**config.mk**
```make
export PLATFORM = sky130hd
export DESIGN_NAME = debounced_level_monitor_unit
export DESIGN_NICKNAME = d
export VERILOG_FILES = /design/src/rtl/dlm_pkg.sv /design/src/rtl/dlm_chan.sv /design/src/rtl/dlm_report.sv /design/src/rtl/debounced_level_monitor_unit.sv
export SDC_FILE = /design/constraint.sdc
export NUM_CORES = 1
export LEC_CHECK = 0
export BUFFER_PORTS_ARGS = -buffer_cell sky130_fd_sc_hd__clkbuf_2
export CAP_MARGIN = 20
export CORE_ASPECT_RATIO = 0.6
export CORE_MARGIN = 2
export CORE_UTILIZATION = 50
export DETAILED_ROUTE_END_ITERATION = 10
export GPL_TIMING_DRIVEN = 0
export PLACE_DENSITY = 0.78
export SLEW_MARGIN = 20
export SYNTH_ARGS = -nofsm -noshare
export SYNTH_HDL_FRONTEND = slang
export SYNTH_HIERARCHICAL = 1
export SYNTH_SLANG_ARGS = --single-unit
export TNS_END_PERCENT = 10
```
**constraint.sdc**
```tcl
create_clock -name clk -period 4.5 [get_ports clk]
set_input_delay 0.45 -clock clk [delete_from_list [all_inputs] [get_ports clk]]
set_output_delay 0.45 -clock clk [all_outputs]
set_load 0.03 [all_outputs]
```
**src/rtl/dlm_pkg.sv**
```systemverilog
// Package with the types, constants and register codes of the level monitor.
package dlm_pkg;

    localparam int CHANNELS = 3;
    localparam int CNT_W = 16;
    localparam int CFG_IDX_W = 1;
    localparam int CFG_DATA_W = 16;

    localparam logic [CFG_IDX_W-1:0] REG_DEBOUNCE_TICKS = 1'd0;
    localparam logic [CFG_IDX_W-1:0] REG_REPORT_PERIOD = 1'd1;

    localparam logic [CNT_W-1:0] DEBOUNCE_RESET = 16'd5;
    localparam logic [CNT_W-1:0] PERIOD_RESET = 16'd1;

    localparam logic CMD_SCAN = 1'b0;
    localparam logic CMD_SECONDS = 1'b1;

    typedef struct packed {
        logic cmd;
        logic level_a;
        logic level_b;
        logic level_c;
    } in_word_t;

    typedef struct packed {
        logic stable_a;
        logic stable_b;
        logic stable_c;
        logic lamp_all_ok;
        logic lamp_a;
        logic lamp_b;
        logic lamp_c;
        logic report_due;
    } out_word_t;

    // Control that the top level hands to the state modules for one word.
    typedef struct packed {
        logic fire;
        logic cmd;
    } step_ctl_t;

endpackage

```
**src/rtl/dlm_chan.sv**
```systemverilog
// Debounce state and next-state logic for one level switch channel.
module dlm_chan
(
    input  logic                        clk,
    input  logic                        rst_n,
    input  dlm_pkg::step_ctl_t          ctl,
    input  logic                        pin,
    input  logic [dlm_pkg::CNT_W-1:0]   debounce_ticks,
    output logic                        stable_next
);

    logic                       raw_reg;
    logic                       raw_next;
    logic                       stable_reg;
    logic                       pending_reg;
    logic                       pending_next;
    logic [dlm_pkg::CNT_W-1:0]  count_reg;
    logic [dlm_pkg::CNT_W-1:0]  count_next;
    logic                       changed;
    logic [dlm_pkg::CNT_W-1:0]  count_inc;
    logic                       scan;

    assign scan = ctl.fire && (ctl.cmd == dlm_pkg::CMD_SCAN);
    assign changed = raw_reg != pin;
    // A change restarts the settle count from zero before this tick counts.
    assign count_inc = (changed ? '0 : count_reg) + dlm_pkg::CNT_W'(1);

    always_comb
    begin
        raw_next = raw_reg;
        pending_next = pending_reg;
        count_next = count_reg;
        stable_next = stable_reg;
        if (scan)
        begin
            raw_next = pin;
            if (changed || pending_reg)
            begin
                if (count_inc == debounce_ticks)
                begin
                    pending_next = 1'b0;
                    stable_next = pin;
                    count_next = '0;
                end
                else
                begin
                    pending_next = 1'b1;
                    count_next = count_inc;
                end
            end
        end
    end

    always_ff @(posedge clk or negedge rst_n)
    begin
        if (!rst_n)
        begin
            raw_reg <= 1'b0;
            stable_reg <= 1'b1;
            pending_reg <= 1'b0;
            count_reg <= '0;
        end
        else
        begin
            raw_reg <= raw_next;
            stable_reg <= stable_next;
            pending_reg <= pending_next;
            count_reg <= count_next;
        end
    end

endmodule

```
**src/rtl/dlm_report.sv**
```systemverilog
// Seconds counter that flags a status report once the period is reached.
module dlm_report
(
    input  logic                        clk,
    input  logic                        rst_n,
    input  dlm_pkg::step_ctl_t          ctl,
    input  logic [dlm_pkg::CNT_W-1:0]   report_period,
    output logic                        report_due
);

    logic [dlm_pkg::CNT_W-1:0]  seconds_reg;
    logic [dlm_pkg::CNT_W-1:0]  seconds_next;
    logic [dlm_pkg::CNT_W-1:0]  seconds_inc;

    assign seconds_inc = (ctl.cmd == dlm_pkg::CMD_SECONDS)
                         ? seconds_reg + dlm_pkg::CNT_W'(1) : seconds_reg;
    // The check runs on every word, so a scan tick can also send a report.
    assign report_due = ctl.fire && (seconds_inc >= report_period);

    always_comb
    begin
        seconds_next = seconds_reg;
        if (ctl.fire)
        begin
            seconds_next = report_due ? '0 : seconds_inc;
        end
    end

    always_ff @(posedge clk or negedge rst_n)
    begin
        if (!rst_n)
        begin
            seconds_reg <= '0;
        end
        else
        begin
            seconds_reg <= seconds_next;
        end
    end

endmodule

```
**src/rtl/debounced_level_monitor_unit.sv**
```systemverilog
// Top level of the three-channel debounced level monitor with status report.
//
//   channel   direction   word         handshake
//   in        input       in_word      in_valid / in_stall
//   out       output      out_word     out_valid / out_stall
//   cfg       input       cfg_data     cfg_wr_en, cfg_index (no handshake)
//
// Each word passes from acceptance into the input register, then through the channel
// and report update into the result register.
// A new word is accepted every cycle while the output is not stalled.
// Reset puts raw levels at 0 and stable levels at 1, and restores the registers.
// A stalled result holds the input register, which then raises in_stall.
module debounced_level_monitor_unit
(
    input  logic                                clk,
    input  logic                                rst_n,
    input  logic                                in_valid,
    output logic                                in_stall,
    input  dlm_pkg::in_word_t                   in_word,
    output logic                                out_valid,
    input  logic                                out_stall,
    output dlm_pkg::out_word_t                  out_word,
    input  logic                                cfg_wr_en,
    input  logic [dlm_pkg::CFG_IDX_W-1:0]       cfg_index,
    input  logic [dlm_pkg::CFG_DATA_W-1:0]      cfg_data
);

    logic [dlm_pkg::CNT_W-1:0]      debounce_reg;
    logic [dlm_pkg::CNT_W-1:0]      period_reg;
    logic                           in_valid_reg;
    dlm_pkg::in_word_t              in_word_reg;
    logic                           out_valid_reg;
    dlm_pkg::out_word_t             out_word_reg;
    dlm_pkg::out_word_t             out_word_next;
    logic                           out_free;
    dlm_pkg::step_ctl_t             ctl;
    logic [dlm_pkg::CHANNELS-1:0]   pins;
    logic [dlm_pkg::CHANNELS-1:0]   stable;
    logic                           report_due;

    always_ff @(posedge clk or negedge rst_n)
    begin
        if (!rst_n)
        begin
            debounce_reg <= dlm_pkg::DEBOUNCE_RESET;
            period_reg <= dlm_pkg::PERIOD_RESET;
        end
        else if (cfg_wr_en)
        begin
            unique case (cfg_index)
                dlm_pkg::REG_DEBOUNCE_TICKS: debounce_reg <= cfg_data;
                dlm_pkg::REG_REPORT_PERIOD:  period_reg <= cfg_data;
                default: ;
            endcase
        end
    end

    assign out_free = !out_valid_reg || !out_stall;
    assign in_stall = in_valid_reg && !out_free;
    assign ctl.fire = in_valid_reg && out_free;
    assign ctl.cmd = in_word_reg.cmd;

    always_ff @(posedge clk or negedge rst_n)
    begin
        if (!rst_n)
        begin
            in_valid_reg <= 1'b0;
        end
        else if (!in_stall)
        begin
            in_valid_reg <= in_valid;
        end
    end

    always_ff @(posedge clk)
    begin
        if (in_valid && !in_stall)
        begin
            in_word_reg <= in_word;
        end
    end

    // Channel A is bit 0.
    assign pins = {in_word_reg.level_c, in_word_reg.level_b, in_word_reg.level_a};

    for (genvar g = 0; g < dlm_pkg::CHANNELS; g++)
    begin : g_chan
        dlm_chan u_chan
        (
            .clk            (clk),
            .rst_n          (rst_n),
            .ctl            (ctl),
            .pin            (pins[g]),
            .debounce_ticks (debounce_reg),
            .stable_next    (stable[g])
        );
    end

    dlm_report u_report
    (
        .clk            (clk),
        .rst_n          (rst_n),
        .ctl            (ctl),
        .report_period  (period_reg),
        .report_due     (report_due)
    );

    always_comb
    begin
        out_word_next.stable_a = stable[0];
        out_word_next.stable_b = stable[1];
        out_word_next.stable_c = stable[2];
        out_word_next.lamp_all_ok = &stable;
        out_word_next.lamp_a = !stable[0];
        out_word_next.lamp_b = !stable[1];
        out_word_next.lamp_c = !stable[2];
        out_word_next.report_due = report_due;
    end

    always_ff @(posedge clk or negedge rst_n)
    begin
        if (!rst_n)
        begin
            out_valid_reg <= 1'b0;
        end
        else if (out_free)
        begin
            out_valid_reg <= ctl.fire;
        end
    end

    always_ff @(posedge clk)
    begin
        if (ctl.fire)
        begin
            out_word_reg <= out_word_next;
        end
    end

    assign out_valid = out_valid_reg;
    assign out_word = out_word_reg;

`ifndef SYNTHESIS
    a_lamps_match: assert property (@(posedge clk) disable iff (!rst_n)
        out_valid |-> (out_word.lamp_all_ok ==
                       (out_word.stable_a && out_word.stable_b && out_word.stable_c))
                      && (out_word.lamp_a != out_word.stable_a)
                      && (out_word.lamp_b != out_word.stable_b)
                      && (out_word.lamp_c != out_word.stable_c))
        else $error("lamp outputs disagree with stable levels");

    a_stall_only_when_full: assert property (@(posedge clk) disable iff (!rst_n)
        in_stall |-> in_valid_reg && out_valid_reg && out_stall)
        else $error("input stalled while the pipeline has room");

    a_fire_gives_result: assert property (@(posedge clk) disable iff (!rst_n)
        ctl.fire |=> out_valid)
        else $error("processed word produced no result");

    a_stalled_result_holds: assert property (@(posedge clk) disable iff (!rst_n)
        out_valid && out_stall |=> !$past(ctl.fire))
        else $error("result register overwritten while stalled");
`endif

endmodule

```
==> metrics <==
CTS sink cnt=119; Vert. Die Dim=106 um; fin cells=1253; relative slew slack=46.6%; Mapped Nets=989; Pleak=3.97 nW; clk slew on worst S/H paths=0.06 ns; first-pass GRT wire length=38400 um; Ys Warns=6; ratio of cells with drive above 1 in the final layout=19.8%; Fillers=1469; crit path time final=4.40 ns; share of the synthesized area in the top cell type=29.3%; critical-path cell list=xnor2_4 > clkbuf_4 > and2_1 > ha_2 > nand2_1 > or4_4 > o22ai_2 > nand3_1 > or4b_4 > nor3_4 > nand2_1 > mux2_2 > inv_1 > nor3_1; proportion of synthesized area in mux cells=6.93%; Detailed Route Iter0 Violations=1008; Routed Antenna Nets=0; Die W=173 um; GRT Overall Usage=26.7%; Core Area=0.0170 mm^2; root buf cell=clkbuf_16; worst vdd ir=309 uV; maxcap violations=0; Design Area, Final=0.00987 mm^2; number of global-route vias before repair=7298; Seq cells post-synth=119; PwrDens=439 mW/mm^2; CTS tree=built; slew at the pin closest to its max-slew limit=0.798 ns; Slew Viols, Final=0; DR pass1 iterations=6; status=complete, no violations; adder-cell share of the synthesized area=2.90%; main combinational cell family by area after synthesis=simple AND/OR/NAND/NOR gates; DR WL/cell=19.2 um; # DRC=0; Crit. End Element=flip-flop; count leader, synth=dfrtp_1; Initial Util=50.7%; Critical Path Max Stage Delay=0.59 ns; RSZ-0062 raised after global routing=no; utilization after layout=58.1%; final setup margin=0.102 ns; CTS Buffer Depth=2; most frequently used flop master after synthesis=dfrtp_1; Placement Cell Area=0.00914 mm^2; CP arrival=4.56 ns; # setup viols final=0; GR Overflow Total=0; largest net degree at the start of global routing=89; initial antenna violation count=0; Row Count=37; Port Buffer Count=35; Area contributors post-synth=dfrtp_1, xnor2_1, edfxtp_1; worst hold path type=input pin to flip-flop; Worst Path Required=4.67 ns; Post-Synth XOR/XNOR Area=6.42%; pre-CTS setup slack=-0.727 ns; Clock Latency Late Sink=0.41 ns; I/O pins=36; Clock Skews=0.0100 ns; Post-synth EDFFs=12; top cells by count, synth=dfrtp_1, nand2_1, inv_1; Post-Route WL=24000 um; Fin. Hold Viols=0; GP Congestion=0.950; post-detail-place hpwl=17200 um; via/cell ratio=6.29; Fmax achieved=227 MHz; CTS buffer count=17; Placed Instances=1214; H-tree levels=4; die area=0.0183 mm^2; CP max FO=10; number of diodes=0; Simple-Gate Fraction of Synth Area=24.3%; period utilization=97.7%; Vias=7884; crit path launch type=flip-flop; post-synthesis sequential area ratio=35.3%; async set-reset flop share out of synthesis=89.9%; nets@finish=1052; post-synth top area cell=dfrtp_1; WS Path Type=flip-flop to flip-flop; unique cell type count in the Yosys netlist=71; Compound-Gate Fraction of Synth Area=18.0%; Syn Inst Count=943; CP most frequent cell=nand2_1; Critical-path top delay cell=or4b_4; Syn-to-layout area delta=14.5%; Post-Syn Area=0.00862 mm^2; max FFs per register=48; average size of a mapped cell=9.14 um^2
-- metal layers --
| metal | part of all wire, % | GRT usage (%) | vias up |
|---|---|---|---|
| li1 | - | - | 3606 |
| met1 | 47 | 40.3 | 3801 |
| met2 | 41 | 36.9 | 434 |
| met3 | 10 | 6.96 | 43 |
| met4 | 1.9 | 8.35 | 0 |
| met5 | 0 | 0 | - |
-- power by group --
part           switching, mW  leakage, nW  internal [mW]
Combinational          0.906         2.25          0.594
Sequential             0.199         1.44           1.25
Clock                  0.529        0.281          0.849
Total                   1.63         3.97           2.70
-- placed cells by master (no fill, tap or decap), types with 27 or more instances in the layout --
master and n:
inv_1 58, nand3_1 40, xnor2_1 39, a21oi_1 27
mux2_2 29, o21ai_0 41, dfrtp_1 101, nand2_1 83
nor2_1 55, clkbuf_2 35
-- cell type report --
class	instances	area, um^2	area share, %
Multi-Input combinational cell	716	5130	52.0
Sequential cell	119	3050	30.9
Clock buffer	22	464	4.71
Buffer	49	317	3.21
Tap cell	234	293	2.97
Timing Repair Buffer	44	278	2.82
Inverter	59	221	2.24
Clock inverter	10	120	1.22
-- metrics by stage --
step	hold WS, ns	setup TNS [ns]	power [mW]
2_1_floorplan	0.154	0	2.46
3_3_place_gp	0.470	-13.21	2.80
3_5_place_dp	0.327	-16.07	2.85
4_1_cts	0.201	0	4.28
5_1_grt	0.200	0	4.54
6_report	0.210	0	4.33
-- kinds of logic after synthesis --
| logic type | count (synthesis) |
|---|---|
| and+or+nand+nor | 366 |
| DFF | 119 |
| buffers and inverters | 108 |
| muxes | 51 |
| adders and majority gates | 20 |
| xor gates and xnor gates | 58 |
| AOI/OAI and AO/OA | 221 |
-- worst max-delay path, delay by kind of cell, from the launching register on --
family,cells,cell delay (ns)
simple gates,8,2.16
compound gates,1,0.21
mux,1,0.32
buf+inv,2,0.42
xor+xnor,1,0.26
flops,1,0.50
fa+ha+maj,1,0.27
-- path summary, 6_finish.rpt --
check / startpoint / to / slack [ns] / cells past startpoint
setup / recovery: in_word_reg[0] / out_word[4] / 0.10 / 14
min in group asynchronous: rst_n / g_chan[1].u_chan/count_reg[9] / 0.46 / 2
setup reg to reg: in_word_reg[0] / out_word[4] / 0.10 / 14
hold / removal: in_word[1] / in_word_reg[1] / 0.21 / 1
max in group asynchronous: rst_n / g_chan[0].u_chan/stable_reg / 3.32 / 3
hold reg to reg: in_valid_reg / out_valid / 0.50 / 1
-- timing repair --
item / CTS / global route
pin swaps: 2 / 3
hold endpoints to repair: 19 / 0
resized for setup: 14 / 3
hold buffers: 1 / 0
buffers inserted: 1 / 5
setup endpoints to repair: 55 / 21
No activity file was read; power rests on OpenSTA's default activity.
